### src/hdl/sspq_pkg.sv
`timescale 1ns / 1ps
// Package for the stable sorted priority queue: sizes, codes and shared types.
// Used by the channel interfaces, the cell, the top level and the checker.

package sspq_pkg;

   localparam int DEPTH     = 16;
   localparam int TAG_BITS  = 16;
   localparam int PRIO_BITS = 16;
   localparam int CNT_BITS  = $clog2(DEPTH + 1);

   typedef enum logic {
      ACTION_INSERT = 1'b0,
      ACTION_REMOVE = 1'b1
   } action_type;

   typedef enum logic [1:0] {
      STATUS_INSERTED  = 2'd0,
      STATUS_REMOVED   = 2'd1,
      STATUS_UNDERFLOW = 2'd2,
      STATUS_OVERFLOW  = 2'd3
   } status_type;

   typedef struct packed {
      logic [TAG_BITS-1:0]         tag;
      logic signed [PRIO_BITS-1:0] prio;
   } entry_type;

   // broadcast to every cell in the chain
   typedef struct packed {
      logic                        insert;
      logic                        remove;
      logic [TAG_BITS-1:0]         tag;
      logic signed [PRIO_BITS-1:0] prio;
   } cell_ctrl_type;

endpackage

### src/hdl/sspq_if.sv
`timescale 1ns / 1ps
// Valid/ready channel interfaces for requests and responses.
// Depends on sspq_pkg for field widths.

interface sspq_req_if;
   logic                                  valid;
   logic                                  ready;
   logic                                  action;
   logic [sspq_pkg::TAG_BITS-1:0]         item_tag;
   logic signed [sspq_pkg::PRIO_BITS-1:0] priority_req;

   modport source (output valid, output action, output item_tag, output priority_req,
                   input ready);
   modport sink   (input valid, input action, input item_tag, input priority_req,
                   output ready);
endinterface

interface sspq_rsp_if;
   logic                                  valid;
   logic                                  ready;
   logic [1:0]                            status;
   logic [sspq_pkg::TAG_BITS-1:0]         out_tag;
   logic signed [sspq_pkg::PRIO_BITS-1:0] out_priority;
   logic [sspq_pkg::CNT_BITS-1:0]         occupancy;

   modport source (output valid, output status, output out_tag, output out_priority,
                   output occupancy, input ready);
   modport sink   (input valid, input status, input out_tag, input out_priority,
                   input occupancy, output ready);
endinterface

### src/hdl/sspq_cell.sv
`timescale 1ns / 1ps
// One slot of the sorted chain: holds an entry, compares it with the new one,
// and takes the new entry or a neighbor's entry. Depends on sspq_pkg.

module sspq_cell (
   input  logic                    clock,
   input  sspq_pkg::cell_ctrl_type ctrl,
   input  logic                    occupied,
   input  logic                    left_displace,
   input  sspq_pkg::entry_type     left_entry,
   input  sspq_pkg::entry_type     right_entry,
   output logic                    displace,
   output sspq_pkg::entry_type     entry
);

   sspq_pkg::entry_type entry_ff;
   sspq_pkg::entry_type entry_in;

   // new entry lands ahead of this slot; equal priorities stay behind
   assign displace = !occupied || ($signed(entry_ff.prio) > $signed(ctrl.prio));
   assign entry    = entry_ff;

   always_comb begin
      entry_in = entry_ff;
      if (ctrl.insert) begin
         if (displace) begin
            if (left_displace) begin
               entry_in = left_entry;
            end else begin
               entry_in.tag  = ctrl.tag;
               entry_in.prio = ctrl.prio;
            end
         end
      end else if (ctrl.remove) begin
         entry_in = right_entry;
      end
   end

   always_ff @(posedge clock) begin
      entry_ff <= entry_in;
   end

endmodule

### src/hdl/stable_sorted_priority_queue.sv
`timescale 1ns / 1ps
// Stable sorted priority queue, smallest priority first, up to DEPTH entries.
// Depends on sspq_pkg, sspq_req_if / sspq_rsp_if and sspq_cell.
//
// Usage:
//   req_ch carries one request per transaction: action (insert or remove head),
//   item_tag and priority_req. rsp_ch returns exactly one response per request:
//   status, the removed tag and priority (zero unless removed) and occupancy.
//   The response is registered and shows in the cycle after its request is
//   accepted. Throughput is one request per cycle while the receiver takes
//   responses, set by the row of cells, which all compare against the new
//   priority and shift in the same cycle. Equal priorities leave in arrival order.
//   Insert into a full queue is dropped with status overflow; remove from an
//   empty queue gives status underflow. Neither changes the contents.
//   Reset (synchronous, active high) empties the queue and drops any pending
//   response. When the receiver stalls, the response register holds its
//   transaction and req_ch.ready stays low until it is taken.

module stable_sorted_priority_queue (
   input logic         clock,
   input logic         reset,
   sspq_req_if.sink    req_ch,
   sspq_rsp_if.source  rsp_ch
);

   localparam int DEPTH    = sspq_pkg::DEPTH;
   localparam int CNT_BITS = sspq_pkg::CNT_BITS;

   logic [CNT_BITS-1:0]           count_ff, count_in;
   logic                          rsp_valid_ff, rsp_valid_in;
   sspq_pkg::status_type          rsp_status_ff, rsp_status_in;
   sspq_pkg::entry_type           rsp_entry_ff, rsp_entry_in;
   logic [CNT_BITS-1:0]           rsp_count_ff;

   logic                          req_fire;
   logic                          is_remove;
   logic                          full;
   logic                          empty;
   sspq_pkg::cell_ctrl_type       ctrl;
   logic [DEPTH-1:0]              occupied;
   logic [DEPTH-1:0]              displace;
   sspq_pkg::entry_type           entries [DEPTH];

   assign req_ch.ready = !rsp_valid_ff || rsp_ch.ready;
   assign req_fire     = req_ch.valid && req_ch.ready;
   assign is_remove    = (req_ch.action == sspq_pkg::ACTION_REMOVE);
   assign full         = (count_ff == CNT_BITS'(DEPTH));
   assign empty        = (count_ff == '0);

   always_comb begin
      ctrl.insert = req_fire && !is_remove && !full;
      ctrl.remove = req_fire && is_remove && !empty;
      ctrl.tag    = req_ch.item_tag;
      ctrl.prio   = req_ch.priority_req;
   end

   genvar i;
   generate
      for (i = 0; i < DEPTH; i++) begin : g_cell
         assign occupied[i] = (count_ff > CNT_BITS'(i));
         if (i == 0) begin : g_head
            sspq_cell u_cell (
               .clock         (clock),
               .ctrl          (ctrl),
               .occupied      (occupied[i]),
               .left_displace (1'b0),
               .left_entry    (entries[i]),
               .right_entry   (entries[i+1]),
               .displace      (displace[i]),
               .entry         (entries[i])
            );
         end else if (i == DEPTH - 1) begin : g_tail
            sspq_cell u_cell (
               .clock         (clock),
               .ctrl          (ctrl),
               .occupied      (occupied[i]),
               .left_displace (displace[i-1]),
               .left_entry    (entries[i-1]),
               .right_entry   (entries[i]),
               .displace      (displace[i]),
               .entry         (entries[i])
            );
         end else begin : g_mid
            sspq_cell u_cell (
               .clock         (clock),
               .ctrl          (ctrl),
               .occupied      (occupied[i]),
               .left_displace (displace[i-1]),
               .left_entry    (entries[i-1]),
               .right_entry   (entries[i+1]),
               .displace      (displace[i]),
               .entry         (entries[i])
            );
         end
      end
   endgenerate

   always_comb begin
      count_in      = count_ff;
      rsp_status_in = rsp_status_ff;
      rsp_entry_in  = rsp_entry_ff;
      rsp_valid_in  = rsp_valid_ff;
      if (rsp_ch.ready) begin
         rsp_valid_in = 1'b0;
      end
      if (req_fire) begin
         rsp_valid_in = 1'b1;
         rsp_entry_in = '0;
         if (is_remove) begin
            if (empty) begin
               rsp_status_in = sspq_pkg::STATUS_UNDERFLOW;
            end else begin
               rsp_status_in = sspq_pkg::STATUS_REMOVED;
               rsp_entry_in  = entries[0];
               count_in      = count_ff - 1'b1;
            end
         end else begin
            if (full) begin
               rsp_status_in = sspq_pkg::STATUS_OVERFLOW;
            end else begin
               rsp_status_in = sspq_pkg::STATUS_INSERTED;
               count_in      = count_ff + 1'b1;
            end
         end
      end
   end

   always_ff @(posedge clock) begin
      if (reset) begin
         count_ff     <= '0;
         rsp_valid_ff <= 1'b0;
      end else begin
         count_ff     <= count_in;
         rsp_valid_ff <= rsp_valid_in;
      end
   end

   always_ff @(posedge clock) begin
      if (req_fire) begin
         rsp_status_ff <= rsp_status_in;
         rsp_entry_ff  <= rsp_entry_in;
         rsp_count_ff  <= count_in;
      end
   end

   assign rsp_ch.valid        = rsp_valid_ff;
   assign rsp_ch.status       = rsp_status_ff;
   assign rsp_ch.out_tag      = rsp_entry_ff.tag;
   assign rsp_ch.out_priority = rsp_entry_ff.prio;
   assign rsp_ch.occupancy    = rsp_count_ff;

endmodule

### src/flat_wrapper.sv
// flat-port wrapper written by rule: the top's interface ports become plain ports
module stable_sorted_priority_queue_flat 
  (clock, reset, req_ch_valid, req_ch_action, req_ch_item_tag, req_ch_priority_req, req_ch_ready, rsp_ch_valid, rsp_ch_status, rsp_ch_out_tag, rsp_ch_out_priority, rsp_ch_occupancy, rsp_ch_ready);
  sspq_req_if req_ch_i ();
  sspq_rsp_if rsp_ch_i ();
  input logic clock;
  input logic reset;
  input wire logic [$bits(req_ch_i.valid)-1:0] req_ch_valid;
  input wire logic [$bits(req_ch_i.action)-1:0] req_ch_action;
  input wire logic [$bits(req_ch_i.item_tag)-1:0] req_ch_item_tag;
  input wire logic [$bits(req_ch_i.priority_req)-1:0] req_ch_priority_req;
  output wire logic [$bits(req_ch_i.ready)-1:0] req_ch_ready;
  output wire logic [$bits(rsp_ch_i.valid)-1:0] rsp_ch_valid;
  output wire logic [$bits(rsp_ch_i.status)-1:0] rsp_ch_status;
  output wire logic [$bits(rsp_ch_i.out_tag)-1:0] rsp_ch_out_tag;
  output wire logic [$bits(rsp_ch_i.out_priority)-1:0] rsp_ch_out_priority;
  output wire logic [$bits(rsp_ch_i.occupancy)-1:0] rsp_ch_occupancy;
  input wire logic [$bits(rsp_ch_i.ready)-1:0] rsp_ch_ready;
  assign req_ch_i.valid = req_ch_valid;
  assign req_ch_i.action = req_ch_action;
  assign req_ch_i.item_tag = req_ch_item_tag;
  assign req_ch_i.priority_req = req_ch_priority_req;
  assign req_ch_ready = req_ch_i.ready;
  assign rsp_ch_valid = rsp_ch_i.valid;
  assign rsp_ch_status = rsp_ch_i.status;
  assign rsp_ch_out_tag = rsp_ch_i.out_tag;
  assign rsp_ch_out_priority = rsp_ch_i.out_priority;
  assign rsp_ch_occupancy = rsp_ch_i.occupancy;
  assign rsp_ch_i.ready = rsp_ch_ready;
  stable_sorted_priority_queue u_core (.clock(clock), .reset(reset), .req_ch(req_ch_i), .rsp_ch(rsp_ch_i));
endmodule
### config.mk
export PLATFORM = sky130hd
export DESIGN_NAME = stable_sorted_priority_queue_flat
export DESIGN_NICKNAME = d
export VERILOG_FILES = /design/src/hdl/sspq_pkg.sv /design/src/hdl/sspq_if.sv /design/src/hdl/sspq_cell.sv /design/src/hdl/stable_sorted_priority_queue.sv /design/src/flat_wrapper.sv
export SDC_FILE = /design/constraint.sdc
export NUM_CORES = 2
export LEC_CHECK = 0
export BUFFER_PORTS_ARGS = -buffer_cell sky130_fd_sc_hd__buf_2
export CORE_ASPECT_RATIO = 1.5
export CORE_MARGIN = 4
export CORE_UTILIZATION = 64
export CTS_CLUSTER_DIAMETER = 80
export CTS_CLUSTER_SIZE = 25
export DETAILED_ROUTE_END_ITERATION = 7
export PLACE_DENSITY = 0.81
export SLEW_MARGIN = 20
export SYNTH_ARGS = -nofsm -noshare
export SYNTH_HDL_FRONTEND = slang
export SYNTH_SLANG_ARGS = --single-unit
### constraint.sdc
create_clock -name clock -period 6.18 [get_ports clock]
set_input_delay 0.618 -clock clock [delete_from_list [all_inputs] [get_ports clock]]
set_output_delay 0.618 -clock clock [all_outputs]
set_load 0.005 [all_outputs]
==> impl_metrics.ini <==
[job]
max_cap_viol_count = 0

[timing]
hold_viol = 0
period_needed_ps = 4480
clock_skew_ps = 24.0
slew_headroom_pct = 21.9
setup_violations = 0
rsz0062_at_grt = false
finalCritPeriodShare_pct = 72.4
finalSetupTns_ps = 0
drv_slew = 0
fin_hold_ws_ps = 251
tightest_slew_ps = 1170
fmaxAchievable_mhz = 223

[worst_hold_path]
min-delay-start = reset
hp-class = input pin to flop
hold_depth = 2
min_to = u_core.count_ff[4]

[clock_tree]
cts_root_buf = clkbuf_16
clkTransAtPathRegs_ps = 100
ctsHoldBuffers = 0
cts_setup_buffers = 0
ctsResizeCount = 0
cts_buffer_depth = 3
cts_tree = yes
htree_levels = 1
clk_latency_ps = 620
cts_made_buffers = 27
numClockSinks = 557

[worst_setup_path]
r2r_cells = 7
crit_family = simple AND/OR/NAND/NOR gates
rrSetupSlack_ps = 1700
slowest_stage = nor2_1
crit_required_ps = 6660
critPathArrivalTime_ps = 4960
cp_slowest_stage_delay_ps = 930
end_kind = flop
crit_start = u_core.count_ff[1]
r2r-start = u_core.count_ff[1]
cp_max_fo = 108
crit_buf_inv = 2
cp-start-kind = flop
r2r_end = u_core.g_cell[12].g_mid.u_cell.entry[7]
crit_type = flop to flop
worstPathCellList = inv_1 > ha_1 > a31oi_4 > nand2_8 > buf_4 > nor2_1 > a221o_1

[global_routing]
grt_pass1_vias = 26500
grt_pass1_wl_mm = 166
antenna_found_initial = 4
overflow = 0
grt_max_degree = 198
grt_usage_pct = 38.8

[floorplanning]
io_pins = 78
core-area_sq_mm = 0.0518
die_h_um = 289
dieWidth_um = 195
std_cell_rows = 102
dieArea_sq_mm = 0.0564
initial_core_util_pct = 65.0

[logic_synthesis]
synthFlopType = edfxtp_1
syn_area_per_cell_sq_um = 11.2
synth_top_area_share_pct = 49.1
netlist_top_cells_area = edfxtp_1 (49%), ha_1 (9.7%), mux2i_1 (6.6%)
synth_top_cell_by_area = edfxtp_1
synth_warnings = 0
synth_edf_count = 551
syn_area_sq_mm = 0.0337
synth_seq_area_share_pct = 49.5
synth.top_cells.by_count = edfxtp_1 (551), ha_1 (261), a21oi_1 (236)
synth_fp_nets = 3309
synth_most_common_cell = edfxtp_1
synthArstFlopShare_pct = 0
yosysUniqueCellTypes = 67
syn_inst = 3011
ys_ff_latch = 557

[power]
power_switching_mw = 3.13
p_leak_nw = 15.5
power_frac_comb_pct = 24.6
p_sw_share_pct = 32.6
finalPower_mw = 9.60
peakVddDrop_v = 0.000235
seq_power_share_pct = 54.1
power.density_mw_per_mm2 = 272
internal-power_mw = 6.46
pwr-share-clk_pct = 21.3

[cells_and_area]
fill_cells = 3925
fin_nets = 3246
syn_to_final_growth_pct = 4.80
multi_input_area_sq_mm = 0.0157
final_cell_area_sq_mm = 0.0353
drive_above_1_share_pct = 8.81
seqCellArea_sq_mm = 0.0167

[detailed_routing]
avgRoutedWirePerCell_um = 31.0
vias_per_cell = 7.28
drt-total-wl_mm = 113
ant_nets = 0
drc = 0
drtIter0Drc = 3226
vias = 26400
dr.pass1.iters = 7

[placed_design]
place_hpwl_mm = 80.9
placed_cell_area_sq_mm = 0.0345
gp_congestion = 0.986
port_buffers = 77

[run_status]
run_status = finished, final reports clean
## worst max-delay path by stage
stage	endpoint	slack [ps]	cells after the start
after floorplan	u_core.g_cell[7].g_mid.u_cell.entry[0]	1060	9
after global placement	u_core.g_cell[15].g_tail.u_cell.entry[31]	1760	11
after detailed placement	u_core.g_cell[14].g_mid.u_cell.entry[27]	1700	11
after CTS	u_core.g_cell[12].g_mid.u_cell.entry[7]	1920	7
after global routing	u_core.g_cell[12].g_mid.u_cell.entry[7]	1650	7
final	u_core.g_cell[12].g_mid.u_cell.entry[7]	1700	7
## sequential cells by signal (all words and copies together) (netlist names)
| name | cells |
|---|---|
| u_core.g_cell.g_head.u_cell.entry | 32 |
| u_core.rsp_ch.status | 2 |
| u_core.g_cell.g_tail.u_cell.entry | 32 |
| u_core.rsp_ch.occupancy | 5 |
| u_core.g_cell.g_mid.u_cell.entry | 448 |
| u_core.rsp_ch.out_tag | 16 |
| u_core.count_ff | 5 |
| u_core.rsp_ch.out_priority | 16 |
| u_core.rsp_ch.valid | 1 |
## layout by cell type, fill, tap and decap left out, types with 6 or more instances in the layout
master,instances
a211o_1,6
a21boi_0,6
a21o_1,65
a21oi_1,236
a221o_1,155
a31oi_1,65
and2_1,33
and3_1,175
and4_1,9
buf_2,77
buf_4,71
clkbuf_16,27
dfxtp_1,6
edfxtp_1,551
ha_1,261
inv_1,65
mux2_4,29
mux2i_1,220
nand2_1,188
nand2b_1,18
nand3_1,33
nand4_1,47
nor2_1,191
nor2b_1,19
nor3_1,15
o21a_1,27
o21ai_0,167
o21ai_1,73
o221ai_1,11
## cell type report
type / instances / area share, %
Timing Repair Buffer: 154 / 2.96
Clock inverter: 5 / 0.156
Sequential cell: 557 / 47.2
Multi-Input combinational cell: 2141 / 44.6
Clock buffer: 28 / 1.92
Antenna cell: 3 / 0.0213
Inverter: 67 / 0.712
Tap cell: 676 / 2.40
## per-layer routing
metal | GRT usage [%] | wire, um
met5 | 0 | 16
met4 | 33.3 | 12100
met3 | 3.36 | 7560
met2 | 64.6 | 53800
met1 | 45.3 | 39100
## power groups by stage
stage	sequential, mW	clock (mW)	combinational [mW]
2_1_floorplan	5.07	0	1.57
3_3_place_gp	5.25	0	2.21
3_5_place_dp	5.26	0	2.29
4_1_cts	5.17	2.04	2.31
5_1_grt	5.21	2.17	2.55
6_report	5.19	2.04	2.36
## kinds of logic after synthesis
group | count (synthesis) | synth area share (%)
and+or+nand+nor | 756 | 11.2
AOI/OAI and AO/OA | 869 | 17.3
muxes | 254 | 7.99
adders and majority gates | 261 | 9.70
buffers and inverters | 313 | 4.25
xor gates and xnor gates | 1 | 0.0260
DFF | 557 | 49.5
## worst register-to-register path, delay by kind of cell (launching register included)
family	cells	cell delay (ps)
fa+ha+maj	1	360
compound gates	2	1060
buf+inv	2	710
simple gates	2	1590
flops	1	630
## metrics by stage
stage	util [%]	setup slack, ps	instances
floorplan	-	1060	3011
global placement	66.6	1760	3594
detailed placement	66.6	1700	3594
CTS	68.1	1920	3627
global route	68.1	1650	3630
finish	68.1	1700	3631
No activity file was read; power rests on OpenSTA's default activity.
